$ cat src/sv/aoc_pkg.sv
// shared constants, types and the rounded divide by 255 for the alpha-over compositor
package aoc_pkg;

    localparam int CHAN_W        = 8;
    localparam int CHANNELS      = 3;
    localparam int CHAN_MAX      = 255;
    localparam int HALF_DIV      = 127;
    localparam int PROD_W        = 2 * CHAN_W;
    localparam int TRIPLE_W      = 3 * CHAN_W;
    localparam int QUOT255_W     = TRIPLE_W - CHAN_W + 2;
    localparam int NUM_W         = PROD_W + 2;
    localparam int QUO_W         = CHAN_W;
    localparam int BITS_PER_STEP = 2;
    localparam int DIV_STAGES    = QUO_W / BITS_PER_STEP;

    typedef struct packed {
        logic [CHANNELS-1:0][CHAN_W-1:0] colour;
        logic [CHAN_W-1:0]               alpha;
    } aoc_pixel_t;

    typedef struct packed {
        logic                           valid;
        logic [CHAN_W-1:0]              alpha;
        logic [CHANNELS-1:0][NUM_W-1:0] num;
    } aoc_front_t;

    // (x + 127) / 255 by reciprocal estimate and a small correction
    function automatic logic [QUOT255_W-1:0] div255_round(input logic [TRIPLE_W-1:0] x);
        logic [TRIPLE_W:0]    y;
        logic [TRIPLE_W+1:0]  sum;
        logic [TRIPLE_W+1:0]  back;
        logic [TRIPLE_W+1:0]  r;
        logic [QUOT255_W-1:0] q;
        y    = {1'b0, x} + (TRIPLE_W+1)'(HALF_DIV);
        sum  = {1'b0, y} + (TRIPLE_W+2)'(y >> CHAN_W) + (TRIPLE_W+2)'(y >> (2 * CHAN_W));
        q    = QUOT255_W'(sum >> CHAN_W);
        back = ((TRIPLE_W+2)'(q) << CHAN_W) - (TRIPLE_W+2)'(q);
        r    = {1'b0, y} - back;
        if (r >= (TRIPLE_W+2)'(2 * CHAN_MAX))
        begin
            q = q + QUOT255_W'(2);
        end
        else if (r >= (TRIPLE_W+2)'(CHAN_MAX))
        begin
            q = q + QUOT255_W'(1);
        end
        return q;
    endfunction

endpackage

$ cat src/sv/alpha_over_composite.sv
// top level of the straight-alpha source-over compositor for rgba8 pixel pairs
// One pixel pair is taken on every clock where start is high; busy never rises, so the
// block runs at one transfer per cycle. Each result appears on the out_ ports with done
// high for one cycle; the receiver cannot stall the block and must take every result in
// that cycle. A pair passes through three stages of multiply and divide-by-255 work,
// four stages of a two-bit-per-stage divider for the colour quotient and one output
// register. Colour results saturate at 255 and are zero when the composite alpha is
// zero.
module alpha_over_composite import aoc_pkg::*;
(
    input  logic              clk,
    input  logic              rst_n,
    input  logic              start,
    output logic              busy,
    input  logic [CHAN_W-1:0] src_red,
    input  logic [CHAN_W-1:0] src_green,
    input  logic [CHAN_W-1:0] src_blue,
    input  logic [CHAN_W-1:0] src_alpha,
    input  logic [CHAN_W-1:0] dst_red,
    input  logic [CHAN_W-1:0] dst_green,
    input  logic [CHAN_W-1:0] dst_blue,
    input  logic [CHAN_W-1:0] dst_alpha,
    output logic              done,
    output logic [CHAN_W-1:0] out_red,
    output logic [CHAN_W-1:0] out_green,
    output logic [CHAN_W-1:0] out_blue,
    output logic [CHAN_W-1:0] out_alpha
);

    aoc_pixel_t                      src, dst;
    aoc_front_t                      front;
    logic [CHANNELS-1:0][CHAN_W-1:0] quo;
    logic                            valid_reg [DIV_STAGES];
    logic [CHAN_W-1:0]               alpha_reg [DIV_STAGES];
    logic                            done_reg;
    logic [CHANNELS-1:0][CHAN_W-1:0] colour_reg, colour_next;
    logic [CHAN_W-1:0]               out_alpha_reg;

    assign busy       = 1'b0;
    assign src.colour = {src_blue, src_green, src_red};
    assign src.alpha  = src_alpha;
    assign dst.colour = {dst_blue, dst_green, dst_red};
    assign dst.alpha  = dst_alpha;

    aoc_front u_front
    (
        .clk   (clk),
        .rst_n (rst_n),
        .start (start && !busy),
        .src   (src),
        .dst   (dst),
        .front (front)
    );

    for (genvar c = 0; c < CHANNELS; c++)
    begin : g_div
        aoc_div u_div
        (
            .clk      (clk),
            .num      (front.num[c]),
            .divisor  (front.alpha),
            .quotient (quo[c])
        );
    end

    always_comb
    begin
        for (int c = 0; c < CHANNELS; c++)
        begin
            if (alpha_reg[DIV_STAGES-1] == '0)
            begin
                colour_next[c] = '0;
            end
            else
            begin
                colour_next[c] = quo[c];
            end
        end
    end

    always_ff @(posedge clk or negedge rst_n)
    begin
        if (!rst_n)
        begin
            for (int s = 0; s < DIV_STAGES; s++)
            begin
                valid_reg[s] <= 1'b0;
            end
            done_reg <= 1'b0;
        end
        else
        begin
            valid_reg[0] <= front.valid;
            for (int s = 1; s < DIV_STAGES; s++)
            begin
                valid_reg[s] <= valid_reg[s-1];
            end
            done_reg <= valid_reg[DIV_STAGES-1];
        end
    end

    always_ff @(posedge clk)
    begin
        alpha_reg[0] <= front.alpha;
        for (int s = 1; s < DIV_STAGES; s++)
        begin
            alpha_reg[s] <= alpha_reg[s-1];
        end
        colour_reg    <= colour_next;
        out_alpha_reg <= alpha_reg[DIV_STAGES-1];
    end

    assign done      = done_reg;
    assign out_red   = colour_reg[0];
    assign out_green = colour_reg[1];
    assign out_blue  = colour_reg[2];
    assign out_alpha = out_alpha_reg;

endmodule

$ cat src/sv/aoc_front.sv
// front pipeline: inverse alpha products, output alpha and the colour numerators
module aoc_front import aoc_pkg::*;
(
    input  logic       clk,
    input  logic       rst_n,
    input  logic       start,
    input  aoc_pixel_t src,
    input  aoc_pixel_t dst,
    output aoc_front_t front
);

    logic                            v1_reg, v2_reg, v3_reg;
    logic [PROD_W-1:0]               ainv1_reg, ainv1_next;
    aoc_pixel_t                      src1_reg, dst1_reg;
    logic [CHAN_W-1:0]               oa2_reg, oa2_next;
    logic [CHANNELS-1:0][PROD_W-1:0] scsa2_reg, scsa2_next;
    logic [CHANNELS-1:0][TRIPLE_W-1:0] tri2_reg, tri2_next;
    logic [CHAN_W-1:0]               oa3_reg;
    logic [CHANNELS-1:0][NUM_W-1:0]  num3_reg, num3_next;
    logic [CHAN_W:0]                 oa_sum;
    logic [CHAN_W-1:0]               inv;

    always_comb
    begin
        inv        = CHAN_W'(CHAN_MAX) - src.alpha;
        ainv1_next = PROD_W'(dst.alpha) * PROD_W'(inv);
    end

    always_comb
    begin
        oa_sum = {1'b0, src1_reg.alpha}
               + (CHAN_W+1)'(div255_round(TRIPLE_W'(ainv1_reg)));
        if (oa_sum > (CHAN_W+1)'(CHAN_MAX))
        begin
            oa2_next = CHAN_W'(CHAN_MAX);
        end
        else
        begin
            oa2_next = oa_sum[CHAN_W-1:0];
        end
        for (int c = 0; c < CHANNELS; c++)
        begin
            scsa2_next[c] = PROD_W'(src1_reg.colour[c]) * PROD_W'(src1_reg.alpha);
            tri2_next[c]  = TRIPLE_W'(dst1_reg.colour[c]) * TRIPLE_W'(ainv1_reg);
        end
    end

    always_comb
    begin
        for (int c = 0; c < CHANNELS; c++)
        begin
            num3_next[c] = NUM_W'(scsa2_reg[c]) + NUM_W'(div255_round(tri2_reg[c]))
                         + NUM_W'(oa2_reg >> 1);
        end
    end

    always_ff @(posedge clk or negedge rst_n)
    begin
        if (!rst_n)
        begin
            v1_reg <= 1'b0;
            v2_reg <= 1'b0;
            v3_reg <= 1'b0;
        end
        else
        begin
            v1_reg <= start;
            v2_reg <= v1_reg;
            v3_reg <= v2_reg;
        end
    end

    always_ff @(posedge clk)
    begin
        ainv1_reg <= ainv1_next;
        src1_reg  <= src;
        dst1_reg  <= dst;
        oa2_reg   <= oa2_next;
        scsa2_reg <= scsa2_next;
        tri2_reg  <= tri2_next;
        oa3_reg   <= oa2_reg;
        num3_reg  <= num3_next;
    end

    assign front.valid = v3_reg;
    assign front.alpha = oa3_reg;
    assign front.num   = num3_reg;

endmodule

$ cat src/sv/aoc_div.sv
// pipelined restoring divider, two quotient bits a stage, saturating at full scale
module aoc_div import aoc_pkg::*;
(
    input  logic              clk,
    input  logic [NUM_W-1:0]  num,
    input  logic [CHAN_W-1:0] divisor,
    output logic [CHAN_W-1:0] quotient
);

    logic [NUM_W-1:0]  rem_reg  [DIV_STAGES-1];
    logic [NUM_W-1:0]  rem_next [DIV_STAGES-1];
    logic [CHAN_W-1:0] dvs_reg  [DIV_STAGES-1];
    logic [CHAN_W-1:0] dvs_next [DIV_STAGES-1];
    logic [QUO_W-1:0]  quo_reg  [DIV_STAGES];
    logic [QUO_W-1:0]  quo_next [DIV_STAGES];
    logic              sat_reg  [DIV_STAGES];
    logic              sat_next [DIV_STAGES];

    always_comb
    begin
        logic [NUM_W-1:0]  r;
        logic [NUM_W-1:0]  dsh;
        logic [QUO_W-1:0]  q;
        logic [CHAN_W-1:0] d;
        logic              st;
        int                k;
        for (int s = 0; s < DIV_STAGES; s++)
        begin
            if (s == 0)
            begin
                r  = num;
                d  = divisor;
                q  = '0;
                st = num >= (NUM_W'(divisor) << QUO_W);
            end
            else
            begin
                r  = rem_reg[s-1];
                d  = dvs_reg[s-1];
                q  = quo_reg[s-1];
                st = sat_reg[s-1];
            end
            for (int j = 0; j < BITS_PER_STEP; j++)
            begin
                k   = QUO_W - 1 - s * BITS_PER_STEP - j;
                dsh = NUM_W'(d) << k;
                if (r >= dsh)
                begin
                    r    = r - dsh;
                    q[k] = 1'b1;
                end
            end
            if (s < DIV_STAGES - 1)
            begin
                rem_next[s] = r;
                dvs_next[s] = d;
            end
            quo_next[s] = q;
            sat_next[s] = st;
        end
    end

    always_ff @(posedge clk)
    begin
        rem_reg <= rem_next;
        dvs_reg <= dvs_next;
        quo_reg <= quo_next;
        sat_reg <= sat_next;
    end

    assign quotient = sat_reg[DIV_STAGES-1] ? CHAN_W'(CHAN_MAX) : quo_reg[DIV_STAGES-1];

endmodule

$ cat config.mk
export PLATFORM = sky130hd
export DESIGN_NAME = alpha_over_composite
export DESIGN_NICKNAME = d
export VERILOG_FILES = /design/src/sv/aoc_pkg.sv /design/src/sv/alpha_over_composite.sv /design/src/sv/aoc_front.sv /design/src/sv/aoc_div.sv
export SDC_FILE = /design/constraint.sdc
export NUM_CORES = 2
export LEC_CHECK = 0
export BUFFER_PORTS_ARGS = -buffer_cell sky130_fd_sc_hd__buf_2
export CORE_MARGIN = 10
export CORE_UTILIZATION = 58
export DETAILED_ROUTE_END_ITERATION = 8
export PLACE_DENSITY = 0.84
export SYNTH_ARGS = -nofsm -noshare
export SYNTH_HDL_FRONTEND = slang
export SYNTH_SLANG_ARGS = --single-unit
$ cat constraint.sdc
create_clock -name clk -period 10.7 [get_ports clk]
set_input_delay 1.07 -clock clk [delete_from_list [all_inputs] [get_ports clk]]
set_output_delay 1.07 -clock clk [all_outputs]
set_load 0.02 [all_outputs]
[Word-level counts from Yosys, hierarchy flattened]
Memory sizes are Yosys's and may differ from the RTL's.
Index checks and enable logic that the tools add are counted.
Word-level totals
  register bits: 560
  logic and storage cells: 225
  input port bits: 67
  output and inout port bits: 34
  memories: 1
  memory bits (writable): 32
  memory bits (read-only): 0
  bits in latches: 0
Operators by class
  multipliers: 7
  multiplexer cells: 38
  divide/modulo/power cells: 0
  shifts and indexed selects: 0
  reduce and logical (&&, ||, !) cells: 1
  bitwise operators: 0
  magnitude comparators: 36
  add/sub/neg operators: 57
  eq/ne operators: 0
Memories
  alpha_reg: depth 4, width 8, read ports 4, clocked after memory_dff 0, write ports 4, RTL line alpha_over_composite.sv:34  | logic [CHAN_W-1:0] alpha_reg [DIV_STAGES];
Operator list (number)
  18-bit 2-to-1 mux: 27
  25-bit by 17-bit adder with 26-bit output: 4
  26-bit by 8-bit greater-or-equal comparator with 1-bit output, second input constant: 4
  26-bit by 9-bit greater-or-equal comparator with 1-bit output, second input constant: 4
  25-bit by 26-bit subtractor with 26-bit output: 4
  26-bit by 18-bit subtractor with 26-bit output: 4
  26-bit by 9-bit adder with 26-bit output: 3
  24-bit by 7-bit adder with 25-bit output, second input constant: 3
  8-bit by 16-bit multiplier with 24-bit output: 3
  8-bit by 8-bit multiplier with 16-bit output: 4
  16-bit by 18-bit adder with 18-bit output: 3
  18-bit by 1-bit adder with 18-bit output, second input constant: 3
  18-bit by 2-bit adder with 18-bit output, second input constant: 3
  18-bit by 7-bit adder with 18-bit output: 3
  18-bit by 10-bit greater-or-equal comparator with 1-bit output: 3
  18-bit by 11-bit greater-or-equal comparator with 1-bit output: 3
  18-bit by 12-bit greater-or-equal comparator with 1-bit output: 3
  18-bit by 13-bit greater-or-equal comparator with 1-bit output: 3
  18-bit by 14-bit greater-or-equal comparator with 1-bit output: 3
  18-bit by 15-bit greater-or-equal comparator with 1-bit output: 3
  18-bit by 16-bit greater-or-equal comparator with 1-bit output: 3
  18-bit by 8-bit greater-or-equal comparator with 1-bit output: 3
  18-bit by 9-bit greater-or-equal comparator with 1-bit output: 3
  18-bit by 10-bit subtractor with 18-bit output: 3
  other kinds (17): 37

[Depth between registers and ports, before layout]
  depth in word-level cells: 10
  depth in mapped cells: 53

[By module]
From an unflattened synthesis, not the netlist that was laid out.
Unflattened totals
  cells, all modules: 7256
  area total of the unflattened synthesis: 63448.4 sq um
By module, submodules not included
  aoc_front: area an instance 41755.0 sq um, cells an instance 4889, times used 1, sequential area each 5320.1 sq um
  aoc_div (g_div[1].u_div): area an instance 6842.8 sq um, cells an instance 776, times used 1, sequential area each 2042.0 sq um
  aoc_div (g_div[0].u_div): area an instance 6655.1 sq um, cells an instance 750, times used 1, sequential area each 2042.0 sq um
  aoc_div (g_div[2].u_div): area an instance 6434.9 sq um, cells an instance 740, times used 1, sequential area each 2042.0 sq um
  alpha_over_composite: area an instance 1760.4 sq um, cells an instance 101, times used 1, sequential area each 1406.3 sq um

[Worst setup path after synthesis]
No wires, ideal clock.
  kind: register to register
  from: reg u_front.tri2_reg[24] (netlist name)
  to: reg u_front.num3_reg, in the netlist u_front.front[35]
  stages on the path, launching flop included: 51
  path buffers: 1
  path slack: -967 ps
  library setup time: 134 ps
  period minus slack after synthesis: 11667 ps
  data arrival time: 11534 ps
  required time: 10566 ps
  path through: dfxtp_1 inv_1 ha_1 nor3b_1 a211oi_2 nor2b_1 and4_1 and4_1 xor2_1 inv_1 fa_1 inv_1 ha_1 a211o_1 o22a_1 a21oi_1 a311oi_2 o2111ai_1 [... 15 more ...] nand4_1 o31ai_4 nand3_1 fa_1 inv_1 ha_1 fa_1 a21o_1 a21oi_1 o21bai_1 a21oi_1 nor2b_1 o21a_1 o31a_1 o41ai_1 o211a_1 o21ai_0 xor2_1
RTL lines
  start, declared: RTL line aoc_front.sv:17  | logic [CHANNELS-1:0][TRIPLE_W-1:0] tri2_reg, tri2_next;
  start signal, assigned: RTL line aoc_front.sv:80  | tri2_reg <= tri2_next;
  end signal, assigned: RTL line aoc_front.sv:82  | num3_reg <= num3_next;
  end, declared: RTL line aoc_front.sv:19  | logic [CHANNELS-1:0][NUM_W-1:0] num3_reg, num3_next;

==> flow_metrics.tcl <==
set metrics [dict create \
    clk_pin_slew_worst_paths_ps 80 \
    layout_min_cycle_time_ps 11170 \
    hold_viol 0 \
    cts_tree "built" \
    gp_congestion 0.963 \
    slew_headroom 0.287 \
    setup_violations 10 \
    die_x_um 343 \
    rrSetupSlack_ps -470 \
    final_common_cell "inv_1" \
    mostFrequentLayoutCells "inv_1 (984), ha_1 (791), nand2_1 (657), dfxtp_1 (548), fa_1 (484)" \
    fmax_ghz 0.0895 \
    worst-path-max-fanout 5 \
    crit_required_ps 11240 \
    end_kind "register" \
    crit_type "reg -> reg" \
    htreeDepth 2 \
    worstReg2RegEnd "u_front.front[35]$_DFF_P_" \
    clock_latency_ps 690 \
    cts_buffers 61 \
    arrival_ps 11710 \
    largest_reg_flops 162 \
    tns_ps -2130 \
    drtPass1Iterations 6 \
    syn_area_per_cell_um2 8.56 \
    worst_path_most_repeated_cell "ha_4" \
    ios 101 \
    fin_crit_sh 1.04 \
    synth_top_area_share 0.185 \
    cp-start-kind "register" \
    ys_seq_elements 568 \
    drtAntennaViolNets 0 \
    yosysTopAreaCell "dfxtp_1" \
    synthArstFlopShare 0.0141 \
    tightest_slew_ps 1060 \
    synth_edf_count 0 \
    synth_cell_type_count 117 \
    slowest_delay_ps 550 \
    wire_per_inst_um 17.6 \
    yosysWarningCount 0 \
    drc 0 \
    core_mm2 0.104 \
    cts-root-buf "clkbuf_16" \
    synthTopCellsByArea "dfxtp_1 (18%), ha_1 (17%), fa_1 (16%)" \
    grt_pass1_wl_um 257000 \
    status "finished, violations left" \
    worstRegToRegCells 53 \
    max_cap_viol_count 0 \
    io_buffers 99 \
    grt_max_degree 30 \
    layout-drive-gt1-share 0.137 \
    diodes 0 \
    vias 51500 \
    clk_path_buf_depth 3 \
    grt_overflow 0 \
    crit_slowest_cell "fa_1" \
    die_y_um 343 \
    initial_core_util 0.585 \
    fill_cells 7888 \
    setup_slack_ps -467 \
    final-max-slew-violation-count 0 \
    holdWs_ps 226 \
    grt_pass1_vias 53100 \
    area_growth_pct 14.5 \
    nets 8923 \
    synth_area_mm2 0.0607 \
    rows 118 \
    ys_seq_area_frac 0.188 \
    rsz0062_at_grt "yes" \
    violations "setup timing" \
    dieArea_mm2 0.118 \
    totalWireLength_um 158000 \
    hpwl_um 124000 \
    grt_usage 0.260 \
    cts_num_sinks 568 \
    first_iter_violations 3168 \
    clock_skew_ps 33.4 \
    worstHoldPathType "in -> async" \
    antenna_found_initial 3 \
    r2r_start "u_front.tri2_reg[24]$_DFF_P_" \
    synthCells 7086 \
    viasPerCell 5.74 \
    synth_flop_cell "dfxtp_1" \
]
-- how the worst max path moves through the flow --
stage	slack [ps]	start	endpoint
global placement	-270	u_front.tri2_reg[25]$_DFF_P_	u_front.front[35]$_DFF_P_
global route	-810	u_front.tri2_reg[53]$_DFF_P_	u_front.front[53]$_DFF_P_
finish	-470	u_front.tri2_reg[24]$_DFF_P_	u_front.front[35]$_DFF_P_
floorplan	-290	u_front.tri2_reg[24]$_DFF_P_	u_front.front[35]$_DFF_P_
detailed placement	-530	u_front.tri2_reg[25]$_DFF_P_	u_front.front[35]$_DFF_P_
CTS	-130	u_front.tri2_reg[53]$_DFF_P_	u_front.front[53]$_DFF_P_
-- metal layers --
layer	wire length [µm]	share of wire	track usage	vias to the layer above
met5	0	0	0	-
met4	8640	0.055	0.130	0
met3	9250	0.059	0.0351	471
met2	75700	0.48	0.453	1758
met1	64500	0.41	0.312	24600
li1	-	-	-	24600
-- Yosys cell counts, types with 18 or more instances --
cell and instances:
nor3_1 137, a21boi_0 60, inv_1 1007, a211o_1 22, mux2i_1 38, fa_1 492, dfxtp_1 560, nand4_1 81
o21bai_1 44, a21o_1 106, o211ai_1 29, o21a_1 73, nand3_1 115, mux2_2 44, o31ai_1 48, nor3b_1 18
or4_1 24, and2_1 326, nor4_1 43, a211oi_1 40, or2_2 24, xor2_1 134, or3_1 36, clkbuf_1 128
xnor2_1 355, ha_1 823, nand2b_1 119, o21ai_0 294, and3_1 56, nand2_1 662, nor2b_1 113, a21oi_1 320
nor2_1 379, a31oi_1 34
-- metrics by stage --
| stage | utilization | instances | setup slack, ps | cell area [µm²] |
|---|---|---|---|---|
| final | 0.670 | 8973 | -467 | 69500 |
| after global routing | 0.670 | 8973 | -812 | 69500 |
| after CTS | 0.659 | 8941 | -132 | 68300 |
| after detailed placement | 0.632 | 8791 | -533 | 65500 |
| after global placement | 0.632 | 8791 | -267 | 65500 |
| after floorplan | - | 7089 | -293 | 61100 |
-- area by class of cell --
class | instances | area (µm²) | area share
Timing Repair Buffer | 538 | 3860 | 0.0556
Inverter | 1011 | 3800 | 0.0547
Tap cell | 1380 | 1730 | 0.0249
Clock inverter | 44 | 582 | 0.00838
Sequential cell | 568 | 11400 | 0.164
Clock buffer | 71 | 1660 | 0.0238
Multi-Input combinational cell | 5361 | 46400 | 0.668
-- what timing repair did --
action                                  in CTS  in global routing
endpoints found under the setup margin      18                 27
hold buffers                                 0                  0
gates resized for setup                     58                196
setup buffers                               36                 38
pin swaps                                   54                142
-- kinds of logic (layout without fill, tap and decap cells) --
group	count (synthesis)	in the layout	synth area share
AOI/OAI and AO/OA	1259	1259	0.137
xor gates and xnor gates	489	489	0.0706
buffers and inverters	1160	1664	0.0724
and+or+nand+nor	2211	2211	0.185
other	2	5	0.000124
adders and majority gates	1315	1315	0.332
DFF	568	568	0.188
muxes	82	82	0.0144
-- worst max-delay path: cells and delay by family (launching register included) --
kind,cells,cell delay (ps)
AOI/OAI and AO/OA,22,4560
xor gates and xnor gates,2,320
adders and majority gates,9,3030
buffers and inverters,7,670
DFF,1,340
and+or+nand+nor,13,2090
Power is not shown: default switching activity piles up to over one toggle a cycle in this logic, so the estimate is an artifact.
